[src/rtl/hbs_pkg.sv]
// Shared constants, types and codes for the heightmap bilinear sampler.
// No dependencies; every other file in rtl/ except hbs_ram imports this package.
package hbs_pkg;

  localparam int MAX_DIM     = 512;
  localparam int FRAC_BITS   = 8;

  localparam int DIM_W       = $clog2(MAX_DIM);
  localparam int STORE_DEPTH = MAX_DIM * MAX_DIM;
  localparam int ADDR_W      = $clog2(STORE_DEPTH);

  localparam int CFG_W       = 10;
  localparam int CFG_IDX_W   = 1;
  localparam int COL_W       = 9;
  localparam int BYTE_W      = 8;
  localparam int COORD_W     = 18;
  localparam int OUT_W       = 24;

  localparam int FRAC_W      = FRAC_BITS;
  localparam int ONE_W       = FRAC_BITS + 1;
  localparam int HX_W        = BYTE_W + FRAC_BITS;
  localparam int RES_W       = BYTE_W + 2 * FRAC_BITS;

  localparam logic [OUT_W-1:0] OUT_MAX = '1;

  localparam int FIFO_DEPTH  = 4;
  localparam int FIFO_PTR_W  = $clog2(FIFO_DEPTH);
  localparam int FIFO_CNT_W  = $clog2(FIFO_DEPTH + 1);

  typedef enum logic [CFG_IDX_W-1:0] {
    REG_MAP_WIDTH  = 1'b0,
    REG_MAP_HEIGHT = 1'b1
  } cfg_reg_e;

  typedef enum logic [1:0] {
    PH_H00 = 2'd0,
    PH_H10 = 2'd1,
    PH_H01 = 2'd2,
    PH_H11 = 2'd3
  } phase_e;

  // Sideband that travels with each RAM read, aligned with the read data.
  typedef struct packed {
    logic              valid;
    phase_e            phase;
    logic [FRAC_W-1:0] tx;
    logic [FRAC_W-1:0] tz;
    logic              zero;
  } rd_tag_t;

endpackage

[src/rtl/hbs_req_if.sv]
// Request channel of the heightmap sampler: valid/ready plus write and
// query payload. Depends on hbs_pkg for field widths.
interface hbs_req_if;
  import hbs_pkg::*;

  logic                      valid;
  logic                      ready;
  logic                      req_type;
  logic [COL_W-1:0]          load_col;
  logic [COL_W-1:0]          load_row;
  logic [BYTE_W-1:0]         load_value;
  logic signed [COORD_W-1:0] query_x;
  logic signed [COORD_W-1:0] query_z;

  modport source (
    output valid, req_type, load_col, load_row, load_value, query_x, query_z,
    input  ready
  );

  modport sink (
    input  valid, req_type, load_col, load_row, load_value, query_x, query_z,
    output ready
  );

endinterface

[src/rtl/hbs_issue.sv]
// Request front end: takes requests, clamps query coordinates and drives the
// height RAM port, one access per cycle while a command is held. Depends on hbs_pkg and hbs_req_if.
module hbs_issue (
  input  logic                  clk_i,
  input  logic                  rst_ni,
  hbs_req_if.sink               req_i,
  input  logic                  can_query_i,
  input  logic [hbs_pkg::CFG_W-1:0] map_width_i,
  input  logic [hbs_pkg::CFG_W-1:0] map_height_i,
  output logic                  qry_acc_o,
  output logic                  mem_we_o,
  output logic [hbs_pkg::ADDR_W-1:0] mem_addr_o,
  output logic [hbs_pkg::BYTE_W-1:0] mem_wdata_o,
  output hbs_pkg::rd_tag_t      tag_o
);
  import hbs_pkg::*;

  localparam int DIMP1_W = DIM_W + 1;
  localparam int CX_W    = DIM_W + FRAC_BITS;
  localparam int CMP_W   = (COORD_W - 1 > DIMP1_W + FRAC_BITS) ? COORD_W - 1
                                                                : DIMP1_W + FRAC_BITS;

  typedef struct packed {
    logic              is_query;
    logic              wr_ok;
    logic [DIM_W-1:0]  wcol;
    logic [DIM_W-1:0]  wrow;
    logic [BYTE_W-1:0] wdata;
    logic [DIM_W-1:0]  x0;
    logic [DIM_W-1:0]  x1;
    logic [DIM_W-1:0]  z0;
    logic [DIM_W-1:0]  z1;
    logic [FRAC_W-1:0] tx;
    logic [FRAC_W-1:0] tz;
    logic              zero;
  } cmd_t;

  function automatic logic [CX_W-1:0] clamp_coord(
    input logic signed [COORD_W-1:0] v,
    input logic [DIMP1_W-1:0]        dim
  );
    logic [CMP_W-1:0] hi;
    logic [CMP_W-1:0] mag;
    hi  = CMP_W'(dim - 1'b1) << FRAC_BITS;
    mag = CMP_W'(v[COORD_W-2:0]);
    if (v[COORD_W-1]) begin
      return '0;
    end else if (mag > hi) begin
      return CX_W'(hi);
    end
    return CX_W'(mag);
  endfunction

  function automatic logic [ADDR_W-1:0] cell_addr(
    input logic [DIM_W-1:0] col,
    input logic [DIM_W-1:0] row
  );
    return ADDR_W'(row) * ADDR_W'(MAX_DIM) + ADDR_W'(col);
  endfunction

  logic               cmd_valid_q, cmd_valid_d;
  cmd_t               cmd_q, cmd_d;
  phase_e             ph_q, ph_d;
  rd_tag_t            tag_q, tag_d;
  logic               issue_done, accept;
  logic [DIMP1_W-1:0] w_eff, h_eff;
  logic [DIM_W-1:0]   wm1, hm1;
  logic [CX_W-1:0]    cx, cz;

  always_comb begin
    w_eff = (int'(map_width_i)  > MAX_DIM) ? DIMP1_W'(MAX_DIM) : DIMP1_W'(map_width_i);
    h_eff = (int'(map_height_i) > MAX_DIM) ? DIMP1_W'(MAX_DIM) : DIMP1_W'(map_height_i);
    wm1   = DIM_W'(w_eff - 1'b1);
    hm1   = DIM_W'(h_eff - 1'b1);
    cx    = clamp_coord(req_i.query_x, w_eff);
    cz    = clamp_coord(req_i.query_z, h_eff);

    cmd_d          = cmd_q;
    cmd_d.is_query = req_i.req_type;
    cmd_d.wr_ok    = (int'(req_i.load_col) < MAX_DIM) && (int'(req_i.load_row) < MAX_DIM);
    cmd_d.wcol     = DIM_W'(req_i.load_col);
    cmd_d.wrow     = DIM_W'(req_i.load_row);
    cmd_d.wdata    = req_i.load_value;
    cmd_d.x0       = cx[CX_W-1:FRAC_BITS];
    cmd_d.z0       = cz[CX_W-1:FRAC_BITS];
    cmd_d.tx       = cx[FRAC_BITS-1:0];
    cmd_d.tz       = cz[FRAC_BITS-1:0];
    // Far neighbour stops at the last column/row.
    cmd_d.x1       = (cmd_d.x0 == wm1) ? cmd_d.x0 : cmd_d.x0 + 1'b1;
    cmd_d.z1       = (cmd_d.z0 == hm1) ? cmd_d.z0 : cmd_d.z0 + 1'b1;
    cmd_d.zero     = (w_eff < DIMP1_W'(2)) || (h_eff < DIMP1_W'(2));

    issue_done   = cmd_valid_q && (!cmd_q.is_query || ph_q == PH_H11);
    req_i.ready  = (!cmd_valid_q || issue_done) && can_query_i;
    accept       = req_i.valid && req_i.ready;
    qry_acc_o    = accept && req_i.req_type;

    cmd_valid_d = cmd_valid_q;
    if (accept) begin
      cmd_valid_d = 1'b1;
    end else if (issue_done) begin
      cmd_valid_d = 1'b0;
    end

    ph_d = ph_q;
    if (accept) begin
      ph_d = PH_H00;
    end else if (cmd_valid_q && cmd_q.is_query) begin
      ph_d = phase_e'(ph_q + 2'd1);
    end

    mem_we_o    = cmd_valid_q && !cmd_q.is_query && cmd_q.wr_ok;
    mem_wdata_o = cmd_q.wdata;
    if (!cmd_q.is_query) begin
      mem_addr_o = cell_addr(cmd_q.wcol, cmd_q.wrow);
    end else begin
      unique case (ph_q)
        PH_H00:  mem_addr_o = cell_addr(cmd_q.x0, cmd_q.z0);
        PH_H10:  mem_addr_o = cell_addr(cmd_q.x1, cmd_q.z0);
        PH_H01:  mem_addr_o = cell_addr(cmd_q.x0, cmd_q.z1);
        PH_H11:  mem_addr_o = cell_addr(cmd_q.x1, cmd_q.z1);
        default: mem_addr_o = cell_addr(cmd_q.x0, cmd_q.z0);
      endcase
    end

    tag_d.valid = cmd_valid_q && cmd_q.is_query;
    tag_d.phase = ph_q;
    tag_d.tx    = cmd_q.tx;
    tag_d.tz    = cmd_q.tz;
    tag_d.zero  = cmd_q.zero;
  end

  // Tag sideband follows the RAM read latency.
  always_ff @(posedge clk_i or negedge rst_ni) begin
    if (!rst_ni) begin
      cmd_valid_q <= 1'b0;
      ph_q        <= PH_H00;
      tag_q       <= '0;
    end else begin
      cmd_valid_q <= cmd_valid_d;
      ph_q        <= ph_d;
      tag_q       <= tag_d;
    end
  end

  // Command payload needs no reset.
  always_ff @(posedge clk_i) begin
    if (accept) begin
      cmd_q <= cmd_d;
    end
  end

  assign tag_o = tag_q;

endmodule

[src/flat_wrapper.sv]
// flat-port wrapper written by rule: the top's interface ports become plain ports
module hbs_issue_flat import hbs_pkg::*;
  (clk_i, rst_ni, can_query_i, map_width_i, map_height_i, qry_acc_o, mem_we_o, mem_addr_o, mem_wdata_o, tag_o, req_i_valid, req_i_req_type, req_i_load_col, req_i_load_row, req_i_load_value, req_i_query_x, req_i_query_z, req_i_ready);
  hbs_req_if req_i_i ();
  input  logic clk_i;
  input  logic rst_ni;
  input  logic can_query_i;
  input  logic [hbs_pkg::CFG_W-1:0] map_width_i;
  input  logic [hbs_pkg::CFG_W-1:0] map_height_i;
  output logic qry_acc_o;
  output logic mem_we_o;
  output logic [hbs_pkg::ADDR_W-1:0] mem_addr_o;
  output logic [hbs_pkg::BYTE_W-1:0] mem_wdata_o;
  output hbs_pkg::rd_tag_t tag_o;
  input wire logic [$bits(req_i_i.valid)-1:0] req_i_valid;
  input wire logic [$bits(req_i_i.req_type)-1:0] req_i_req_type;
  input wire logic [$bits(req_i_i.load_col)-1:0] req_i_load_col;
  input wire logic [$bits(req_i_i.load_row)-1:0] req_i_load_row;
  input wire logic [$bits(req_i_i.load_value)-1:0] req_i_load_value;
  input wire logic [$bits(req_i_i.query_x)-1:0] req_i_query_x;
  input wire logic [$bits(req_i_i.query_z)-1:0] req_i_query_z;
  output wire logic [$bits(req_i_i.ready)-1:0] req_i_ready;
  assign req_i_i.valid = req_i_valid;
  assign req_i_i.req_type = req_i_req_type;
  assign req_i_i.load_col = req_i_load_col;
  assign req_i_i.load_row = req_i_load_row;
  assign req_i_i.load_value = req_i_load_value;
  assign req_i_i.query_x = req_i_query_x;
  assign req_i_i.query_z = req_i_query_z;
  assign req_i_ready = req_i_i.ready;
  hbs_issue u_core (.clk_i(clk_i), .rst_ni(rst_ni), .req_i(req_i_i), .can_query_i(can_query_i), .map_width_i(map_width_i), .map_height_i(map_height_i), .qry_acc_o(qry_acc_o), .mem_we_o(mem_we_o), .mem_addr_o(mem_addr_o), .mem_wdata_o(mem_wdata_o), .tag_o(tag_o));
endmodule
[config.mk]
export PLATFORM = sky130hd
export DESIGN_NAME = hbs_issue_flat
export DESIGN_NICKNAME = d
export VERILOG_FILES = /design/src/rtl/hbs_pkg.sv /design/src/rtl/hbs_req_if.sv /design/src/rtl/hbs_issue.sv /design/src/flat_wrapper.sv
export SDC_FILE = /design/constraint.sdc
export NUM_CORES = 1
export LEC_CHECK = 0
export BUFFER_PORTS_ARGS = -buffer_cell sky130_fd_sc_hd__buf_4
export CORE_MARGIN = 1
export CORE_UTILIZATION = 49
export CTS_BUF_LIST = sky130_fd_sc_hd__clkbuf_16
export CTS_CLUSTER_SIZE = 24
export DETAILED_ROUTE_END_ITERATION = 8
export GPL_TIMING_DRIVEN = 0
export HOLD_SLACK_MARGIN = 0.15
export MAX_ROUTING_LAYER = met4
export PLACE_DENSITY = 0.84
export SLEW_MARGIN = 10
export SYNTH_ARGS = -nofsm -noshare
export SYNTH_HDL_FRONTEND = slang
export SYNTH_SLANG_ARGS = --single-unit
[constraint.sdc]
create_clock -name clk_i -period 3 [get_ports clk_i]
set_clock_uncertainty 0.1 [all_clocks]
set_input_delay 0 -clock clk_i [delete_from_list [all_inputs] [get_ports clk_i]]
set_output_delay 0 -clock clk_i [all_outputs]
set_load 0.02 [all_outputs]
==> results.sh <==
export IMPL_reg2reg_from="u_core.ph_q[1]"
export IMPL_worstPathCellList="buf_8 -> clkbuf_16 -> nor2b_4 -> inv_2 -> ha_4 -> or3b_1 -> a211o_1 -> inv_2 -> ha_4 -> nand4_1 -> a21oi_2 -> o31ai_2 -> a211oi_2 -> clkbuf_8 -> nor2_4 -> a211oi_4 -> ha_4 -> nor2b_4 -> o2111ai_2 -> xnor2_1"
export IMPL_met2RoutedLength_mm=8.77
export IMPL_die_x_um=111
export IMPL_arrival_ns=3.37
export IMPL_viasPerCell=5.72
export IMPL_synth_async_reset_ratio=0.223
export IMPL_final_nets=885
export IMPL_whs_ns=0.181
export IMPL_core_sq_um=11500
export IMPL_n_antenna_cell=0
export IMPL_place_gp_congestion=0.880
export IMPL_yosysSeqAreaShare=0.514
export IMPL_cts_tree="built"
export IMPL_reg2reg_slack_ns=1.00
export IMPL_total_leakage_power_nw=3.61
export IMPL_port_buffer_count=133
export IMPL_drt_pass1_iterations=7
export IMPL_timing_rr_end="u_core.cmd_q[66]"
export IMPL_regArea_sq_um=2980
export IMPL_fin_ws_ns=-0.367
export IMPL_required_ns=3.00
export IMPL_dieHeight_um=111
export IMPL_fill_cells=694
export IMPL_vdd_drop_max_v=0.000579
export IMPL_die_area_sq_um=12300
export IMPL_synth_top_area_share=0.415
export IMPL_slowest_delay_ns=0.40
export IMPL_drive_gt1_frac=0.390
export IMPL_track_usage=0.287
export IMPL_clk_pin_slew_ns=0.08
export IMPL_synth_top_area_cell="edfxtp_1"
export IMPL_placed_cells=788
export IMPL_vias=5258
export IMPL_synthDistinctLibCells=80
export IMPL_synth_edf_count=80
export IMPL_ys_flop_type="edfxtp_1"
export IMPL_max_freq_mhz=297
export IMPL_io_pins=136
export IMPL_finalWirelength_mm=17.0
export IMPL_grt_pass1_wl_mm=27.0
export IMPL_syn_inst=511
export IMPL_cap_viol_max_count=0
export IMPL_cp_max_fo=8
export IMPL_min_path_cells=4
export IMPL_worstSetupPathType="in2reg"
export IMPL_holdPathEnd="u_core.cmd_q[26]"
export IMPL_cts_max_level=3
export IMPL_finalCriticalPeriod_ns=3.37
export IMPL_ys_seq_elements=103
export IMPL_grt_start_max_net_pins=62
export IMPL_worstMarginPinSlew_ns=0.659
export IMPL_drt_iter0_markers=315
export IMPL_initial_core_util=0.505
export IMPL_routedWlPerCell_um=18.5
export IMPL_power_density_nw_per_um2=474
export IMPL_power_mw=4.24
export IMPL_multi_input_area_sq_um=3060
export IMPL_synth_warning_count=0
export IMPL_violations="setup timing"
export IMPL_grt_pass1_vias=5367
export IMPL_rows=39
export IMPL_reg2regPathDepth=4
export IMPL_layout_common_cells="buf_4, edfxtp_1, dlygate4sd3_1, nor2_1, a21oi_1"
export IMPL_cpMaxStageDelayCell="a211oi_2"
export IMPL_hold_viol_final=0
export IMPL_syn_area_per_cell_sq_um=11.3
export IMPL_setup_viol=15
export IMPL_slew_headroom=0.549
export IMPL_final_common_cell="buf_4"
export IMPL_synth_nets=624
export IMPL_root_buffer="clkbuf_16"
export IMPL_clkLatencyLatePin_ns=0.35
export IMPL_wl_met3_um=858
export IMPL_dpl_worst_slack_ns=-1.34
export IMPL_cts_buffer_depth=2
export IMPL_drc=0
export IMPL_antenna_found_initial=0
export IMPL_hold_path_class="in2reg"
export IMPL_worstHoldStart="req_i_query_z[8]"
export IMPL_stdcell_area_sq_um=8930
export IMPL_place_area_sq_um=7220
export IMPL_crit_family="compound AO/OA/AOI/OAI gates"
export IMPL_grt_overflow_total=0
export IMPL_wl_met1_mm=6.96
export IMPL_rsz0062_at_grt="yes"
export IMPL_cts_buffers=9
export IMPL_start_kind="primary input"
export IMPL_slew_viol_final=0
export IMPL_dp_hpwl_mm=10.6
export IMPL_status="complete, but fails checks"
export IMPL_final_instance_count_excl_fill=920
export IMPL_end_kind="register"
export IMPL_clock_sinks=103
export IMPL_path_common_cell="ha_4"
export IMPL_period_share=1.12
export IMPL_synth_area_sq_um=5790
export IMPL_crit_buf_inv=5
export IMPL_area_growth_pct=54.3
export IMPL_top_layer_used="met4"
export IMPL_ant_nets=0
export IMPL_synth_top_cells_by_area="edfxtp_1, dfrtp_1, ha_1, nor2_1, a21oi_1"
## where the power goes
part / total [mW] / internal [mW] / switching (mW)
logic: 1.40 / 0.662 / 0.735
registers: 1.70 / 1.66 / 0.0374
clock network: 1.14 / 0.582 / 0.559
## flip-flops by register name (all words and copies together) (netlist names)
register / flops
u_core.tag_o: 20
u_core.cmd_valid_q: 1
u_core.ph_q: 2
u_core.mem_wdata_o: 8
u_core.cmd_q: 72
## tightest hold or removal path, stage by stage
cell      delay [ns]
buf_4           0.14
nor2_4          0.13
a211oi_4        0.06
buf_4           0.14
## timing repair
item / CTS / global route
hold endpoints to repair: 115 / 2
endpoints found under the setup margin: 43 / 38
pin swaps: 33 / 18
resized for setup: 49 / 26
hold buffers: 67 / 1
buffers inserted: 43 / 7
gates cloned: 0 / 0
## kinds of logic (layout without fill, tap and decap cells)
group | count (synthesis) | in the layout | share of synthesized area
simple gates | 184 | 184 | 0.184
xor+xnor | 19 | 19 | 0.0288
fa+ha+maj | 26 | 26 | 0.0562
compound gates | 115 | 115 | 0.145
buf+inv | 45 | 311 | 0.0363
mux | 19 | 19 | 0.0344
flops | 103 | 103 | 0.514
## per-stage QoR
stage                     setup TNS, ns  utilization
after floorplan                   -5.63            -
after global placement           -26.16        0.627
after detailed placement         -30.05        0.630
after CTS                         -1.82        0.764
after global routing              -4.99        0.779
final                             -3.69        0.779
## cell type report
| cell class | count | share of cell area |
|---|---|---|
| Multi-Input combinational cell | 363 | 0.343 |
| Sequential cell | 103 | 0.333 |
| Timing Repair Buffer | 251 | 0.237 |
| Buffer | 25 | 0.0254 |
| Clock buffer | 9 | 0.0252 |
| Tap cell | 143 | 0.0200 |
| Inverter | 19 | 0.00883 |
| Clock inverter | 7 | 0.00743 |
## cells in the mapped netlist (all sizes together) (3+ instances only)
cell	count
or2	5
nor2b	13
nor2	57
a31oi	4
clkbuf	11
and2	20
nor4b	5
o2111ai	4
nor3	11
mux2	4
o21a	4
dfrtp	23
ha	26
nand3	11
nand4	7
and4	3
or4	3
buf	15
a211oi	14
a21oi	31
inv	19
nand2b	8
and3	6
mux2i	15
xor2	5
a221oi	3
o21ai	11
nor4	11
nand2	14
edfxtp	80
a22oi	16
xnor2	14
## layer usage
metal  up-vias  GRT usage
met5         -          -
met4         0      0.105
met3        41     0.0530
met2       214      0.488
met1      2551      0.340
li1       2452          -
## how the worst max path moves through the flow
| stage | start | to | cells after the start | slack [ns] |
|---|---|---|---|---|
| global route | map_height_i[9] | u_core.cmd_q[25] | 20 | -0.50 |
| floorplan | map_width_i[9] | u_core.cmd_q[43] | 20 | -0.76 |
| CTS | map_width_i[9] | u_core.cmd_q[43] | 20 | -0.32 |
| global placement | map_width_i[9] | u_core.cmd_q[43] | 22 | -1.23 |
| detailed placement | map_width_i[9] | u_core.cmd_q[43] | 21 | -1.34 |
| finish | map_height_i[9] | u_core.cmd_q[25] | 20 | -0.37 |
(Power assumes the default switching activity.)
