--- src/rtl/hbs_pkg.sv ---
// Shared constants, types and codes for the heightmap bilinear sampler.
// No dependencies; every other file in rtl/ except hbs_ram imports this package.
package hbs_pkg;

  localparam int MAX_DIM     = 512;
  localparam int FRAC_BITS   = 8;

  localparam int DIM_W       = $clog2(MAX_DIM);
  localparam int STORE_DEPTH = MAX_DIM * MAX_DIM;
  localparam int ADDR_W      = $clog2(STORE_DEPTH);

  localparam int CFG_W       = 10;
  localparam int CFG_IDX_W   = 1;
  localparam int COL_W       = 9;
  localparam int BYTE_W      = 8;
  localparam int COORD_W     = 18;
  localparam int OUT_W       = 24;

  localparam int FRAC_W      = FRAC_BITS;
  localparam int ONE_W       = FRAC_BITS + 1;
  localparam int HX_W        = BYTE_W + FRAC_BITS;
  localparam int RES_W       = BYTE_W + 2 * FRAC_BITS;

  localparam logic [OUT_W-1:0] OUT_MAX = '1;

  localparam int FIFO_DEPTH  = 4;
  localparam int FIFO_PTR_W  = $clog2(FIFO_DEPTH);
  localparam int FIFO_CNT_W  = $clog2(FIFO_DEPTH + 1);

  typedef enum logic [CFG_IDX_W-1:0] {
    REG_MAP_WIDTH  = 1'b0,
    REG_MAP_HEIGHT = 1'b1
  } cfg_reg_e;

  typedef enum logic [1:0] {
    PH_H00 = 2'd0,
    PH_H10 = 2'd1,
    PH_H01 = 2'd2,
    PH_H11 = 2'd3
  } phase_e;

  // Sideband that travels with each RAM read, aligned with the read data.
  typedef struct packed {
    logic              valid;
    phase_e            phase;
    logic [FRAC_W-1:0] tx;
    logic [FRAC_W-1:0] tz;
    logic              zero;
  } rd_tag_t;

endpackage

--- src/rtl/hbs_blend.sv ---
// Bilinear blend pipeline: gathers the four neighbour bytes from the RAM
// read stream and forms the exact weighted sum, or zero for a map under two cells wide or high. Depends on hbs_pkg.
module hbs_blend (
  input  logic                     clk_i,
  input  logic                     rst_ni,
  input  hbs_pkg::rd_tag_t         tag_i,
  input  logic [hbs_pkg::BYTE_W-1:0] rdata_i,
  output logic                     push_o,
  output logic [hbs_pkg::OUT_W-1:0] push_data_o
);
  import hbs_pkg::*;

  localparam int PX_W  = BYTE_W + ONE_W;
  localparam int PR_W  = HX_W + ONE_W;
  localparam int SAT_W = (RES_W > OUT_W) ? RES_W : OUT_W;
  localparam logic [ONE_W-1:0] ONE = ONE_W'(1) << FRAC_BITS;

  logic [BYTE_W-1:0] h00_q, h01_q;
  logic [HX_W-1:0]   hx0_q, hx1_q, hx_d;
  logic [FRAC_W-1:0] tz_q;
  logic              zero_q, hx1_vld_q, hx1_vld_d;
  logic [OUT_W-1:0]  res_q, res_d;
  logic              res_vld_q;
  logic [ONE_W-1:0]  wtx, wtz;
  logic [PX_W-1:0]   px_near, px_far;
  logic [PR_W-1:0]   pr_near, pr_far;
  logic [SAT_W-1:0]  r_ext;

  always_comb begin
    // Horizontal blend of the held near byte with the byte just read.
    wtx     = ONE - ONE_W'(tag_i.tx);
    px_near = PX_W'(tag_i.phase == PH_H11 ? h01_q : h00_q) * PX_W'(wtx);
    px_far  = PX_W'(rdata_i) * PX_W'(tag_i.tx);
    hx_d    = HX_W'(px_near + px_far);
    hx1_vld_d = tag_i.valid && (tag_i.phase == PH_H11);

    wtz     = ONE - ONE_W'(tz_q);
    pr_near = PR_W'(hx0_q) * PR_W'(wtz);
    pr_far  = PR_W'(hx1_q) * PR_W'(tz_q);
    r_ext   = SAT_W'(RES_W'(pr_near + pr_far));
    if (zero_q) begin
      res_d = '0;
    end else if (r_ext > SAT_W'(OUT_MAX)) begin
      res_d = OUT_MAX;
    end else begin
      res_d = OUT_W'(r_ext);
    end
  end

  always_ff @(posedge clk_i) begin
    if (tag_i.valid) begin
      case (tag_i.phase)
        PH_H00: h00_q <= rdata_i;
        PH_H10: hx0_q <= hx_d;
        PH_H01: h01_q <= rdata_i;
        PH_H11: begin
          hx1_q  <= hx_d;
          tz_q   <= tag_i.tz;
          zero_q <= tag_i.zero;
        end
        default: ;
      endcase
    end
    res_q <= res_d;
  end

  always_ff @(posedge clk_i or negedge rst_ni) begin
    if (!rst_ni) begin
      hx1_vld_q <= 1'b0;
      res_vld_q <= 1'b0;
    end else begin
      hx1_vld_q <= hx1_vld_d;
      res_vld_q <= hx1_vld_q;
    end
  end

  assign push_o      = res_vld_q;
  assign push_data_o = res_q;

endmodule

--- config.mk ---
export PLATFORM = sky130hd
export DESIGN_NAME = hbs_blend
export DESIGN_NICKNAME = d
export VERILOG_FILES = /design/src/rtl/hbs_pkg.sv /design/src/rtl/hbs_blend.sv
export SDC_FILE = /design/constraint.sdc
export NUM_CORES = 1
export LEC_CHECK = 0
export BUFFER_PORTS_ARGS = -buffer_cell sky130_fd_sc_hd__buf_2
export CAP_MARGIN = 5
export CORE_ASPECT_RATIO = 1.75
export CORE_MARGIN = 2
export CORE_UTILIZATION = 30
export DETAILED_ROUTE_END_ITERATION = 16
export PLACE_DENSITY = 0.54
export SKIP_CTS_REPAIR_TIMING = 1
export SLEW_MARGIN = 20
export SYNTH_ARGS = -nofsm -noshare
export SYNTH_HDL_FRONTEND = slang
export SYNTH_SLANG_ARGS = --single-unit
--- constraint.sdc ---
create_clock -name clk_i -period 7.6 [get_ports clk_i]
set_input_delay 1.9 -clock clk_i [delete_from_list [all_inputs] [get_ports clk_i]]
set_output_delay 1.9 -clock clk_i [all_outputs]
set_load 0.01 [all_outputs]
==> report_table.html, run 1 <==
<table>
<tr><th>Metric</th><th>Value</th></tr>
<tr><th colspan="2">Setup path</th></tr>
<tr><td>Critical Path AT</td><td>7.49 ns</td></tr>
<tr><td>Type of origin of the critical path</td><td>input port</td></tr>
<tr><td>Most Frequent Cell on Critical Path</td><td>sky130_fd_sc_hd__fa_1</td></tr>
<tr><td>Endpoint kind of the worst setup timing path</td><td>register</td></tr>
<tr><td>Sequence of cells on the critical path</td><td>buf_2, inv_4, ha_4, nand2_2, or3_4, xor2_4, nand2_2, fa_1, inv_1, fa_1, inv_1, fa_1, fa_1, fa_1, inv_1, fa_1, ha_4, o21ai_2, nand2b_1, and3_4, a311o_1, a21oi_2, o21ai_1, xnor2_1</td></tr>
<tr><td>Max Fanout on Critical Path</td><td>4</td></tr>
<tr><td>Type of the worst setup path</td><td>in2reg</td></tr>
<tr><td>Worst path required time</td><td>7.70 ns</td></tr>
<tr><td>Max stage delay on crit path</td><td>approximately 0.55 ns</td></tr>
<tr><td>Library cell contributing the largest single delay on the critical path</td><td>sky130_fd_sc_hd__fa_1</td></tr>
<tr><th colspan="2">Finish</th></tr>
<tr><td>Non-Filler Cell Area, Final</td><td>17900 sq um</td></tr>
<tr><td>Net total in the final layout</td><td>2263</td></tr>
<tr><td>Final core utilization</td><td>34.2%</td></tr>
<tr><td>Ant. Diodes</td><td>0</td></tr>
<tr><td>Synthesis-to-finish area growth</td><td>12.6%</td></tr>
<tr><td>Ratio of cells with drive above 1 in the final layout</td><td>10.4%</td></tr>
<tr><th colspan="2">Status</th></tr>
<tr><td>Outcome</td><td>finished, final reports clean</td></tr>
<tr><th colspan="2">Timing</th></tr>
<tr><td>Setup ws final</td><td>0.206 ns</td></tr>
<tr><td>Worst rel slew slack</td><td>39.1%</td></tr>
<tr><td>Count of pins over their slew limit</td><td>0</td></tr>
<tr><td>Setup-failing EPs final</td><td>0</td></tr>
<tr><td>Final worst-path cycle share</td><td>roughly 97%</td></tr>
<tr><td>Final setup TNS</td><td>0 ns</td></tr>
<tr><td>Slew at the pin with the worst max-slew slack</td><td>0.913 ns</td></tr>
<tr><td>Clock period minus worst slack</td><td>7.39 ns</td></tr>
<tr><td>Final Hold Fails</td><td>0</td></tr>
<tr><td>Maximum achievable frequency</td><td>between 100 and 150 MHz</td></tr>
<tr><td>Maximum clock skew at final layout</td><td>0.0113 ns</td></tr>
<tr><th colspan="2">Die</th></tr>
<tr><td>Row cnt</td><td>111</td></tr>
<tr><td>Horiz. Die Dim</td><td>178 um</td></tr>
<tr><td>Starting density of the core</td><td>a little under a third</td></tr>
<tr><td>Core Region</td><td>about 52000 sq um</td></tr>
<tr><td>Die extent in y</td><td>a little over 300 um</td></tr>
<tr><td>I/O pin count</td><td>55</td></tr>
<tr><td>Area of the die</td><td>55000 sq um</td></tr>
<tr><th colspan="2">Logic synthesis</th></tr>
<tr><td>Async SR Flop Fraction</td><td>2.41%</td></tr>
<tr><td>Netlist cell types</td><td>53</td></tr>
<tr><td>Nets in the synthesized netlist</td><td>2169</td></tr>
<tr><td>Syn Std Cell Area</td><td>15900 sq um</td></tr>
<tr><td>Number of enable-type register cells in the synthesized netlist</td><td>57</td></tr>
<tr><td>Leading register cell type out of synthesis</td><td>sky130_fd_sc_hd__edfxtp_1</td></tr>
<tr><td>Post-synthesis sequential area ratio</td><td>14.1%</td></tr>
<tr><td>Mean instance size in the synthesized netlist</td><td>9.50 sq um</td></tr>
<tr><td>Number of synthesized register bits</td><td>83</td></tr>
<tr><td>Yosys warning total</td><td>0</td></tr>
<tr><td>Post-Synthesis Cells</td><td>1676</td></tr>
<tr><th colspan="2">Global routing</th></tr>
<tr><td>Vias in the first global route</td><td>12.5k</td></tr>
<tr><td>Total gr overflow</td><td>0</td></tr>
<tr><td>Antenna violations before repair</td><td>0</td></tr>
<tr><td>Largest net degree at the start of global routing</td><td>34</td></tr>
<tr><td>First-pass GRT wire length</td><td>between 60000 and 70000 um</td></tr>
<tr><td>Global router's overall resource usage</td><td>between 10 and 15%</td></tr>
<tr><th colspan="2">Clock network</th></tr>
<tr><td>CTS tree</td><td>done</td></tr>
<tr><td>Buffer type at the clock tree root</td><td>sky130_fd_sc_hd__clkbuf_16</td></tr>
<tr><td>Clock latency of the later-clocked register in the worst-skew pair</td><td>approximately 0.37 ns</td></tr>
<tr><td>Number of clock sinks</td><td>83</td></tr>
<tr><td>Number of buffers on the longest clock path</td><td>2</td></tr>
<tr><td>Depth of the CTS H-tree</td><td>3</td></tr>
<tr><td>Clock slew at the register clock pins of the worst setup and hold paths</td><td>0.07 ns</td></tr>
<tr><td>TritonCTS Buffers</td><td>9</td></tr>
<tr><th colspan="2">Placement</th></tr>
<tr><td>Detailed Place HPWL</td><td>33100 um</td></tr>
<tr><td>Pre-CTS worst setup slack</td><td>-0.362 ns</td></tr>
<tr><td>Final RePlAce weighted congestion</td><td>between 0.8 and 0.9</td></tr>
<tr><td># port buffers</td><td>between 50 and 60</td></tr>
<tr><td>Placement Cell Area</td><td>roughly 17000 sq um</td></tr>
<tr><th colspan="2">Drt</th></tr>
<tr><td>Wire length per cell after detailed routing</td><td>15.5 um</td></tr>
<tr><td>Detailed-route wire length</td><td>37900 um</td></tr>
<tr><td>Post-detailed-route count of antenna-violating nets</td><td>0</td></tr>
<tr><td>Vias</td><td>about 11k</td></tr>
<tr><td>Number of vias per cell</td><td>approximately 4.5</td></tr>
<tr><td>First DRT Iteration DRCs</td><td>297</td></tr>
<tr><td>Length of the first detailed-routing pass in iterations</td><td>4</td></tr>
<tr><td>Total DRC errors in the routed layout</td><td>0</td></tr>
<tr><th colspan="2">Run</th></tr>
<tr><td>Max Cap Viol</td><td>0</td></tr>
<tr><th colspan="2">Min path</th></tr>
<tr><td>Hold crit path type</td><td>reg2reg</td></tr>
</table>
## Yosys cell counts (all sizes together), types with 5 or more instances
cell | count | area share, %
and3 | 5 | 0.20
o21ai | 17 | 0.56
inv | 418 | 9.9
o21bai | 5 | 0.24
ha | 141 | 11
buf | 13 | 0.35
nor2 | 48 | 1.1
and2 | 195 | 7.7
a211oi | 6 | 0.35
clkbuf | 36 | 0.85
dfxtp | 24 | 3.0
xnor2 | 40 | 2.2
a21o | 18 | 0.85
nand2 | 225 | 5.3
xor2 | 14 | 0.77
mux2 | 9 | 0.64
nand3 | 5 | 0.16
a21oi | 24 | 0.85
edfxtp | 57 | 11
fa | 322 | 40
nor2b | 6 | 0.24
nor3 | 10 | 0.38
## metrics by stage
step	cells	hold slack [ns]
2_1_floorplan	1676	0.331
3_3_place_gp	2433	0.341
3_5_place_dp	2433	0.340
4_1_cts	2449	0.363
5_1_grt	2453	0.382
6_report	2453	0.355
## area by class of cell
cell class                      instances  area, sq um
Fill cell                            5496        34600
Multi-Input combinational cell       1126        12100
Sequential cell                        83         2240
Inverter                              418         1570
Timing Repair Buffer                  132          881
Tap cell                              678          848
Clock buffer                            9          225
Clock inverter                          7          106
## registers in the layout, indices dropped and copies added (netlist names)
register     flops
h00_q            8
h01_q            8
hx0_q           16
hx1_q           16
hx1_vld_q        1
push_data_o     24
push_o           1
tz_q             8
zero_q           1
## worst paths after layout
kind,to,cells after the start,slack [ns],from
min,push_o,0,0.35,hx1_vld_q
min reg2reg,push_o,0,0.35,hx1_vld_q
max reg2reg,push_data_o[21],24,0.55,tz_q[2]
max,hx1_q[15],24,0.21,tag_i[9]
max in group asynchronous,hx1_vld_q,1,6.20,rst_ni
min in group asynchronous,push_o,1,1.30,rst_ni
## cells in the final DEF, fill, tap and decap left out, types with 3 or more instances in the layout
cell	instances
sky130_fd_sc_hd__a211oi_1	4
sky130_fd_sc_hd__a21o_1	18
sky130_fd_sc_hd__a21oi_1	22
sky130_fd_sc_hd__a31oi_1	4
sky130_fd_sc_hd__and2_1	195
sky130_fd_sc_hd__and3_1	4
sky130_fd_sc_hd__buf_2	54
sky130_fd_sc_hd__buf_4	76
sky130_fd_sc_hd__clkbuf_16	9
sky130_fd_sc_hd__dfxtp_1	24
sky130_fd_sc_hd__edfxtp_1	57
sky130_fd_sc_hd__fa_1	322
sky130_fd_sc_hd__ha_1	137
sky130_fd_sc_hd__ha_4	4
sky130_fd_sc_hd__inv_1	416
sky130_fd_sc_hd__inv_6	4
sky130_fd_sc_hd__mux2_2	8
sky130_fd_sc_hd__mux2i_1	3
sky130_fd_sc_hd__nand2_1	221
sky130_fd_sc_hd__nand2_2	4
sky130_fd_sc_hd__nand3_1	5
sky130_fd_sc_hd__nor2_1	48
sky130_fd_sc_hd__nor2b_1	6
sky130_fd_sc_hd__nor3_1	6
sky130_fd_sc_hd__nor3_2	3
sky130_fd_sc_hd__o21a_1	4
sky130_fd_sc_hd__o21ai_0	5
sky130_fd_sc_hd__o21ai_1	10
sky130_fd_sc_hd__o21bai_1	5
sky130_fd_sc_hd__xnor2_1	40
sky130_fd_sc_hd__xor2_1	13
## cell families after synthesis
group                    synth area share [%]
buffers and inverters                    11.1
multiplexers                            0.825
AO/OA/AOI/OAI                            3.82
XOR/XNOR                                 2.97
flip-flops                               14.1
AND/OR/NAND/NOR                          15.7
adder cells (fa/ha/maj)                  51.5
## worst max-delay path, delay by kind of cell
family / cells / cell delay, ns
fa+ha+maj: 8 / 3.44
xor+xnor: 2 / 0.34
simple gates: 5 / 0.76
buf+inv: 5 / 0.34
compound gates: 4 / 0.71
## per-layer routing
layer / GRT usage (%) / vias up / part of all wire (%) / routed length [um]
met5: 0 / - / 0 / 0
met4: 5.46 / 0 / 3.6 / 1360
met3: 1.60 / 80 / 2.6 / 1010
met2: 28.9 / 195 / 56 / 21400
met1: 15.5 / 5555 / 37 / 14200
li1: - / 5132 / - / -
Power of run 1 is left out: the tool's default activity adds up to more than one toggle a clock period on the data nets, which glitch-free logic cannot reach.
==> run 2: changes to the inputs <==
Settings changed: PLACE_DENSITY 0.54 to default, PLACE_DENSITY_LB_ADDON from default to 0.12.
==> report_table.html, run 2 (synthesized netlist as in run 1, its figures left out) <==
<table>
<tr><th>Metric</th><th>Value</th></tr>
<tr><th colspan="2">Status</th></tr>
<tr><td>Outcome</td><td>finished, final reports clean</td></tr>
<tr><th colspan="2">Timing</th></tr>
<tr><td>Clock period minus worst slack</td><td>7.41 ns (+0.0169 ns)</td></tr>
<tr><td>Setup-failing EPs final</td><td>0 (unchanged)</td></tr>
<tr><td>Maximum clock skew at final layout</td><td>0.0118 ns (+0.000440 ns)</td></tr>
<tr><td>Worst rel slew slack</td><td>28.9% (-10 points)</td></tr>
<tr><td>Final worst-path cycle share</td><td>97.5% (+0.22 points)</td></tr>
<tr><td>Setup repair after global routing missed its margin</td><td>true</td></tr>
<tr><td>Final Hold Fails</td><td>0 (unchanged)</td></tr>
<tr><td>Count of pins over their slew limit</td><td>0 (unchanged)</td></tr>
<tr><td>Maximum achievable frequency</td><td>135 MHz (-0.23%)</td></tr>
<tr><td>Slew at the pin with the worst max-slew slack</td><td>1.06 ns (+0.146 ns)</td></tr>
<tr><th colspan="2">Die</th></tr>
<tr><td>I/O pin count</td><td>55 (unchanged)</td></tr>
<tr><td>Starting density of the core</td><td>30.3% (unchanged)</td></tr>
<tr><td>Core Region</td><td>52500 sq um (unchanged)</td></tr>
<tr><td>Area of the die</td><td>55000 sq um (unchanged)</td></tr>
<tr><td>Horiz. Die Dim</td><td>178 um (unchanged)</td></tr>
<tr><td>Die extent in y</td><td>309 um (unchanged)</td></tr>
<tr><td>Row cnt</td><td>111 (unchanged)</td></tr>
<tr><th colspan="2">Finish</th></tr>
<tr><td>Most frequent standard cell in the layout excluding fill and tap cells</td><td>sky130_fd_sc_hd__inv_1</td></tr>
<tr><td>Top library cells by usage in the layout, fill and taps aside</td><td>sky130_fd_sc_hd__inv_1, sky130_fd_sc_hd__fa_1, sky130_fd_sc_hd__nand2_1</td></tr>
<tr><td>Layout fillers</td><td>5471 (-0.45%)</td></tr>
<tr><td>Ratio of cells with drive above 1 in the final layout</td><td>11.9% (+1.4 points)</td></tr>
<tr><td>Synthesis-to-finish area growth</td><td>13.7%</td></tr>
<tr><td>Net total in the final layout</td><td>2276 (+0.57%)</td></tr>
<tr><td>Non-Filler Cell Area, Final</td><td>18100 sq um (+0.98%)</td></tr>
<tr><td>Number of flip-flops under the largest register name</td><td>24 (unchanged)</td></tr>
<tr><td>Final instance count without filler cells</td><td>2467 (+0.57%)</td></tr>
<tr><th colspan="2">Clock network</th></tr>
<tr><td>CTS tree</td><td>done</td></tr>
<tr><td>Buffer type at the clock tree root</td><td>sky130_fd_sc_hd__clkbuf_16</td></tr>
<tr><td>Clock slew at the register clock pins of the worst setup and hold paths</td><td>0.07 ns (about the same)</td></tr>
<tr><td>Clock latency of the later-clocked register in the worst-skew pair</td><td>0.37 ns (about the same)</td></tr>
<tr><td>Number of clock sinks</td><td>83 (unchanged)</td></tr>
<tr><td>TritonCTS Buffers</td><td>9 (unchanged)</td></tr>
<tr><td>Number of buffers on the longest clock path</td><td>2 (unchanged)</td></tr>
<tr><td>Depth of the CTS H-tree</td><td>3 (unchanged)</td></tr>
<tr><th colspan="2">Global routing</th></tr>
<tr><td>Antenna violations before repair</td><td>1 (+1)</td></tr>
<tr><td>Vias in the first global route</td><td>12.5k (-0.016%)</td></tr>
<tr><td>First-pass GRT wire length</td><td>66400 um (+6.5%)</td></tr>
<tr><td>Total gr overflow</td><td>0 (unchanged)</td></tr>
<tr><td>Largest net degree at the start of global routing</td><td>34 (unchanged)</td></tr>
<tr><td>Global router's overall resource usage</td><td>16.0% (+1.4 points)</td></tr>
<tr><th colspan="2">Setup path</th></tr>
<tr><td>Type of origin of the critical path</td><td>input port</td></tr>
<tr><td>Type of the worst setup path</td><td>in2reg</td></tr>
<tr><td>Max Fanout on Critical Path</td><td>3 (-1)</td></tr>
<tr><td>Critical Path AT</td><td>7.52 ns (+0.03 ns)</td></tr>
<tr><td>Endpoint kind of the worst setup timing path</td><td>register</td></tr>
<tr><td>Worst path required time</td><td>7.71 ns (about the same)</td></tr>
<tr><th colspan="2">Placement</th></tr>
<tr><td>Total instance count after detailed placement</td><td>2443 (+0.41%)</td></tr>
<tr><td>Detailed Place HPWL</td><td>36300 um (+9.5%)</td></tr>
<tr><td>Placement Cell Area</td><td>17600 sq um (+0.36%)</td></tr>
<tr><td># port buffers</td><td>54 (unchanged)</td></tr>
<tr><td>Final RePlAce weighted congestion</td><td>0.882 (-0.85%)</td></tr>
<tr><th colspan="2">Drt</th></tr>
<tr><td>Length of the first detailed-routing pass in iterations</td><td>4 (unchanged)</td></tr>
<tr><td>Vias</td><td>11.0k (+0.018%)</td></tr>
<tr><td>Post-detailed-route count of antenna-violating nets</td><td>0 (unchanged)</td></tr>
<tr><td>Wire length per cell after detailed routing</td><td>16.9 um (+9.1%)</td></tr>
<tr><td>First DRT Iteration DRCs</td><td>263 (-11%)</td></tr>
<tr><td>Detailed-route wire length</td><td>41600 um (+9.7%)</td></tr>
<tr><td>Number of vias per cell</td><td>4.44 (-0.55%)</td></tr>
<tr><td>Total DRC errors in the routed layout</td><td>0 (unchanged)</td></tr>
<tr><th colspan="2">Min path</th></tr>
<tr><td>Hold crit path type</td><td>reg2reg</td></tr>
<tr><th colspan="2">Run</th></tr>
<tr><td>Max Cap Viol</td><td>0 (unchanged)</td></tr>
</table>
[run 2: cell count changes in the layout (fill, tap and decap cells not counted), moves of 2 or more]
cell                         previous run  this run
sky130_fd_sc_hd__buf_6                  0         5
sky130_fd_sc_hd__clkinvlp_4             0         2
sky130_fd_sc_hd__xnor2_2                0         2
sky130_fd_sc_hd__nand2_1              221       219
sky130_fd_sc_hd__xnor2_1               40        37
sky130_fd_sc_hd__buf_4                 76        86
sky130_fd_sc_hd__buf_2                 54        51
sky130_fd_sc_hd__nor2_4                 0         2
sky130_fd_sc_hd__bufinv_16              2         0
sky130_fd_sc_hd__inv_2                  1         3
sky130_fd_sc_hd__nor2_1                48        46
sky130_fd_sc_hd__inv_1                416       413
[run 2: worst max-delay path, stage by stage]
cell	delay, ns
sky130_fd_sc_hd__buf_8	0.10
sky130_fd_sc_hd__inv_6	0.05
sky130_fd_sc_hd__ha_4	0.14
sky130_fd_sc_hd__nand2_4	0.06
sky130_fd_sc_hd__or3_4	0.44
sky130_fd_sc_hd__xor2_4	0.20
sky130_fd_sc_hd__nand2_2	0.09
sky130_fd_sc_hd__fa_1	0.54
sky130_fd_sc_hd__inv_2	0.04
sky130_fd_sc_hd__fa_1	0.48
sky130_fd_sc_hd__inv_2	0.04
sky130_fd_sc_hd__fa_1	0.56
sky130_fd_sc_hd__fa_1	0.44
sky130_fd_sc_hd__fa_1	0.53
sky130_fd_sc_hd__inv_2	0.04
sky130_fd_sc_hd__fa_1	0.55
sky130_fd_sc_hd__ha_4	0.22
sky130_fd_sc_hd__a21o_1	0.18
sky130_fd_sc_hd__a21o_1	0.16
sky130_fd_sc_hd__a311o_1	0.34
sky130_fd_sc_hd__a21oi_2	0.19
sky130_fd_sc_hd__o21ai_2	0.09
sky130_fd_sc_hd__xnor2_2	0.14
[run 2: metrics by stage]
stage	hold slack (ns)	setup slack [ns]	TNS (ns)	utilization (%)
final	0.359	0.189	0	34.5
after CTS	0.360	0.0463	0	34.0
after floorplan	0.331	0.0262	0	-
after global placement	0.341	-0.317	-2.50	33.5
after detailed placement	0.343	-0.357	-2.91	33.5
after global routing	0.362	-0.0471	-0.147	34.5
[run 2: cell type report]
cell class / instances / area, sq um / share of cell area (%)
Tap cell: 678 / 848 / 4.68
Inverter: 418 / 1580 / 8.70
Antenna cell: 1 / 2.50 / 0.0138
Clock buffer: 9 / 225 / 1.24
Sequential cell: 83 / 2240 / 12.4
Multi-Input combinational cell: 1126 / 12100 / 67.1
Timing Repair Buffer: 145 / 1010 / 5.59
Clock inverter: 7 / 58.8 / 0.325
[run 2: worst paths after layout]
check,start,to,slack (ns),cells past startpoint
setup / recovery,tag_i[9],hx0_q[15],0.19,23
hold reg to reg,hx1_vld_q,push_o,0.36,0
hold / removal,hx1_vld_q,push_o,0.36,0
min in group asynchronous,rst_ni,hx1_vld_q,1.32,1
setup reg to reg,tz_q[2],push_data_o[20],0.76,23
max in group asynchronous,rst_ni,push_o,6.17,1
[run 2: layer usage]
layer / up-vias / part of all wire (%) / GRT usage [%] / routed length [um]
met5: - / 0.031 / 0 / 13
met2: 147 / 59 / 33.1 / 24700
met4: 2 / 2.6 / 5.03 / 1100
met3: 64 / 1.9 / 1.46 / 798
li1: 5157 / - / - / -
met1: 5594 / 36 / 16.3 / 15000
Power of run 2 is left out for the same reason.
==> run 3: changes to the inputs <==
Settings changed: PLACE_DENSITY from default to 0.55, PLACE_DENSITY_LB_ADDON 0.12 to default.
==> report_table.html, run 3 (synthesized netlist as in run 1, its figures left out) <==
<table>
<tr><th>Metric</th><th>Value</th></tr>
<tr><th colspan="2">Finish</th></tr>
<tr><td>Net total in the final layout</td><td>2268 (-0.35%)</td></tr>
<tr><td>Non-Filler Cell Area, Final</td><td>18000 sq um (-0.81%)</td></tr>
<tr><td>Most frequent standard cell in the layout excluding fill and tap cells</td><td>sky130_fd_sc_hd__inv_1</td></tr>
<tr><td>Number of flip-flops under the largest register name</td><td>24 (unchanged)</td></tr>
<tr><td>Top library cells by usage in the layout, fill and taps aside</td><td>sky130_fd_sc_hd__inv_1, sky130_fd_sc_hd__fa_1, sky130_fd_sc_hd__nand2_1</td></tr>
<tr><td>Ant. Diodes</td><td>0 (-1)</td></tr>
<tr><td>Ratio of cells with drive above 1 in the final layout</td><td>11.0% (-0.90 points)</td></tr>
<tr><td>Synthesis-to-finish area growth</td><td>12.8%</td></tr>
<tr><th colspan="2">Drt</th></tr>
<tr><td>Length of the first detailed-routing pass in iterations</td><td>4 (unchanged)</td></tr>
<tr><td>Detailed-route wire length</td><td>37600 um (-9.7%)</td></tr>
<tr><td>First DRT Iteration DRCs</td><td>393 (+49%)</td></tr>
<tr><td>Vias</td><td>11.0k (+0.13%)</td></tr>
<tr><td>Wire length per cell after detailed routing</td><td>15.3 um (-9.4%)</td></tr>
<tr><td>Number of vias per cell</td><td>4.47 (+0.49%)</td></tr>
<tr><td>Post-detailed-route count of antenna-violating nets</td><td>0 (unchanged)</td></tr>
<tr><td>Total DRC errors in the routed layout</td><td>0 (unchanged)</td></tr>
<tr><th colspan="2">Clock network</th></tr>
<tr><td>Number of buffers on the longest clock path</td><td>2 (unchanged)</td></tr>
<tr><td>Depth of the CTS H-tree</td><td>3 (unchanged)</td></tr>
<tr><td>TritonCTS Buffers</td><td>9 (unchanged)</td></tr>
<tr><td>Number of clock sinks</td><td>83 (unchanged)</td></tr>
<tr><td>Buffer type at the clock tree root</td><td>sky130_fd_sc_hd__clkbuf_16</td></tr>
<tr><td>CTS tree</td><td>done</td></tr>
<tr><td>Clock slew at the register clock pins of the worst setup and hold paths</td><td>0.07 ns (about the same)</td></tr>
<tr><td>Clock latency of the later-clocked register in the worst-skew pair</td><td>0.37 ns (about the same)</td></tr>
<tr><th colspan="2">Timing</th></tr>
<tr><td>Worst rel slew slack</td><td>38.8% (+10 points)</td></tr>
<tr><td>Final worst-path cycle share</td><td>97.2% (-0.31 points)</td></tr>
<tr><td>Count of pins over their slew limit</td><td>0 (unchanged)</td></tr>
<tr><td>Final Hold Fails</td><td>0 (unchanged)</td></tr>
<tr><td>Final setup TNS</td><td>0 ns (unchanged)</td></tr>
<tr><td>Post-route worst hold slack</td><td>0.356 ns (-0.00289 ns)</td></tr>
<tr><td>Maximum achievable frequency</td><td>135 MHz (+0.31%)</td></tr>
<tr><td>Slew at the pin with the worst max-slew slack</td><td>0.918 ns (-0.142 ns)</td></tr>
<tr><td>Setup ws final</td><td>0.212 ns (+0.0233 ns)</td></tr>
<tr><td>Maximum clock skew at final layout</td><td>0.0147 ns (+0.00290 ns)</td></tr>
<tr><td>Setup-failing EPs final</td><td>0 (unchanged)</td></tr>
<tr><td>Clock period minus worst slack</td><td>7.39 ns (-0.0233 ns)</td></tr>
<tr><th colspan="2">Placement</th></tr>
<tr><td>Detailed Place HPWL</td><td>32800 um (-9.7%)</td></tr>
<tr><td>Final RePlAce weighted congestion</td><td>0.855 (-3.0%)</td></tr>
<tr><td>Placement Cell Area</td><td>17500 sq um (-0.21%)</td></tr>
<tr><td>Pre-CTS worst setup slack</td><td>-0.274 ns (+0.0832 ns)</td></tr>
<tr><td># port buffers</td><td>54 (unchanged)</td></tr>
<tr><th colspan="2">Min path</th></tr>
<tr><td>Hold crit path type</td><td>reg2reg</td></tr>
<tr><td>Cell depth of the worst min-delay path</td><td>0 (unchanged)</td></tr>
<tr><th colspan="2">Die</th></tr>
<tr><td>Core Region</td><td>52500 sq um (unchanged)</td></tr>
<tr><td>I/O pin count</td><td>55 (unchanged)</td></tr>
<tr><td>Area of the die</td><td>55000 sq um (unchanged)</td></tr>
<tr><td>Starting density of the core</td><td>30.3% (unchanged)</td></tr>
<tr><td>Horiz. Die Dim</td><td>178 um (unchanged)</td></tr>
<tr><td>Die extent in y</td><td>309 um (unchanged)</td></tr>
<tr><td>Row cnt</td><td>111 (unchanged)</td></tr>
<tr><th colspan="2">Global routing</th></tr>
<tr><td>Global router's overall resource usage</td><td>14.4% (-1.6 points)</td></tr>
<tr><td>First-pass GRT wire length</td><td>61800 um (-7.0%)</td></tr>
<tr><td>Vias in the first global route</td><td>12.3k (-1.6%)</td></tr>
<tr><td>Antenna violations before repair</td><td>0 (-1)</td></tr>
<tr><td>Largest net degree at the start of global routing</td><td>34 (unchanged)</td></tr>
<tr><td>Total gr overflow</td><td>0 (unchanged)</td></tr>
<tr><th colspan="2">Setup path</th></tr>
<tr><td>Max Fanout on Critical Path</td><td>4 (+1)</td></tr>
<tr><td>Endpoint kind of the worst setup timing path</td><td>register</td></tr>
<tr><td>Type of the worst setup path</td><td>in2reg</td></tr>
<tr><td>Type of origin of the critical path</td><td>input port</td></tr>
<tr><td>Critical Path AT</td><td>7.49 ns (-0.03 ns)</td></tr>
<tr><td>Cell count of the worst reg-to-reg path</td><td>22 (-4.3%)</td></tr>
<tr><td>Worst path required time</td><td>7.70 ns (about the same)</td></tr>
<tr><th colspan="2">Run</th></tr>
<tr><td>Max Cap Viol</td><td>0 (unchanged)</td></tr>
<tr><th colspan="2">Status</th></tr>
<tr><td>Outcome</td><td>finished, final reports clean</td></tr>
</table>
run 3: cell types whose count changed in the layout (fill, tap and decap cells not counted), moves of 3 or more:
cell / previous run / this run
sky130_fd_sc_hd__buf_4: 86 / 79
sky130_fd_sc_hd__buf_2: 51 / 54
sky130_fd_sc_hd__nand2_1: 219 / 222
sky130_fd_sc_hd__nand2_2: 5 / 2
run 3: through the flow:
step	util, %	cells
global placement	33.4	2439
global route	34.2	2458
finish	34.2	2458
floorplan	-	1676
CTS	34.0	2455
detailed placement	33.4	2439
run 3: worst paths after layout:
kind / slack [ns] / end / startpoint
worst max-delay path: 0.21 / hx1_q[14] / tag_i[9]
worst min-delay path: 0.36 / push_o / hx1_vld_q
worst max register to register: 0.48 / push_data_o[20] / tz_q[4]
worst min register to register: 0.36 / push_o / hx1_vld_q
max in group asynchronous: 6.20 / hx1_vld_q / rst_ni
min in group asynchronous: 1.30 / push_o / rst_ni
run 3: cell type report:
class / instances / area (sq um)
clock inverters: 7 / 98.8
repair buffers: 137 / 908
well taps: 678 / 848
multi-input cells: 1126 / 12100
flip-flops and latches: 83 / 2240
fillers: 5386 / 34500
inverters: 418 / 1570
clock buffers: 9 / 225
run 3: per-layer routing:
metal	track usage, %	routed length [um]
met2	28.2	21100
met4	5.58	1350
met1	15.5	14100
met3	1.65	1030
met5	0	0
run 3: worst max-delay path, stage by stage:
cell and delay (ns):
sky130_fd_sc_hd__buf_2 0.12, sky130_fd_sc_hd__inv_4 0.07, sky130_fd_sc_hd__ha_4 0.14, sky130_fd_sc_hd__nand2_4 0.05, sky130_fd_sc_hd__or3_4 0.43, sky130_fd_sc_hd__xor2_4 0.20, sky130_fd_sc_hd__buf_6 0.13, sky130_fd_sc_hd__nand2_2 0.05
sky130_fd_sc_hd__fa_1 0.51, sky130_fd_sc_hd__inv_1 0.06, sky130_fd_sc_hd__fa_1 0.52, sky130_fd_sc_hd__inv_1 0.05, sky130_fd_sc_hd__fa_1 0.56, sky130_fd_sc_hd__fa_2 0.46, sky130_fd_sc_hd__fa_1 0.50, sky130_fd_sc_hd__fa_1 0.50
sky130_fd_sc_hd__inv_2 0.04, sky130_fd_sc_hd__ha_4 0.22, sky130_fd_sc_hd__a21o_1 0.15, sky130_fd_sc_hd__nand2_1 0.07, sky130_fd_sc_hd__o31ai_2 0.06, sky130_fd_sc_hd__buf_4 0.14, sky130_fd_sc_hd__nor3b_4 0.19, sky130_fd_sc_hd__o21bai_1 0.10
sky130_fd_sc_hd__a21oi_1 0.15, sky130_fd_sc_hd__xnor2_1 0.10
Power of run 3 is left out for the same reason.
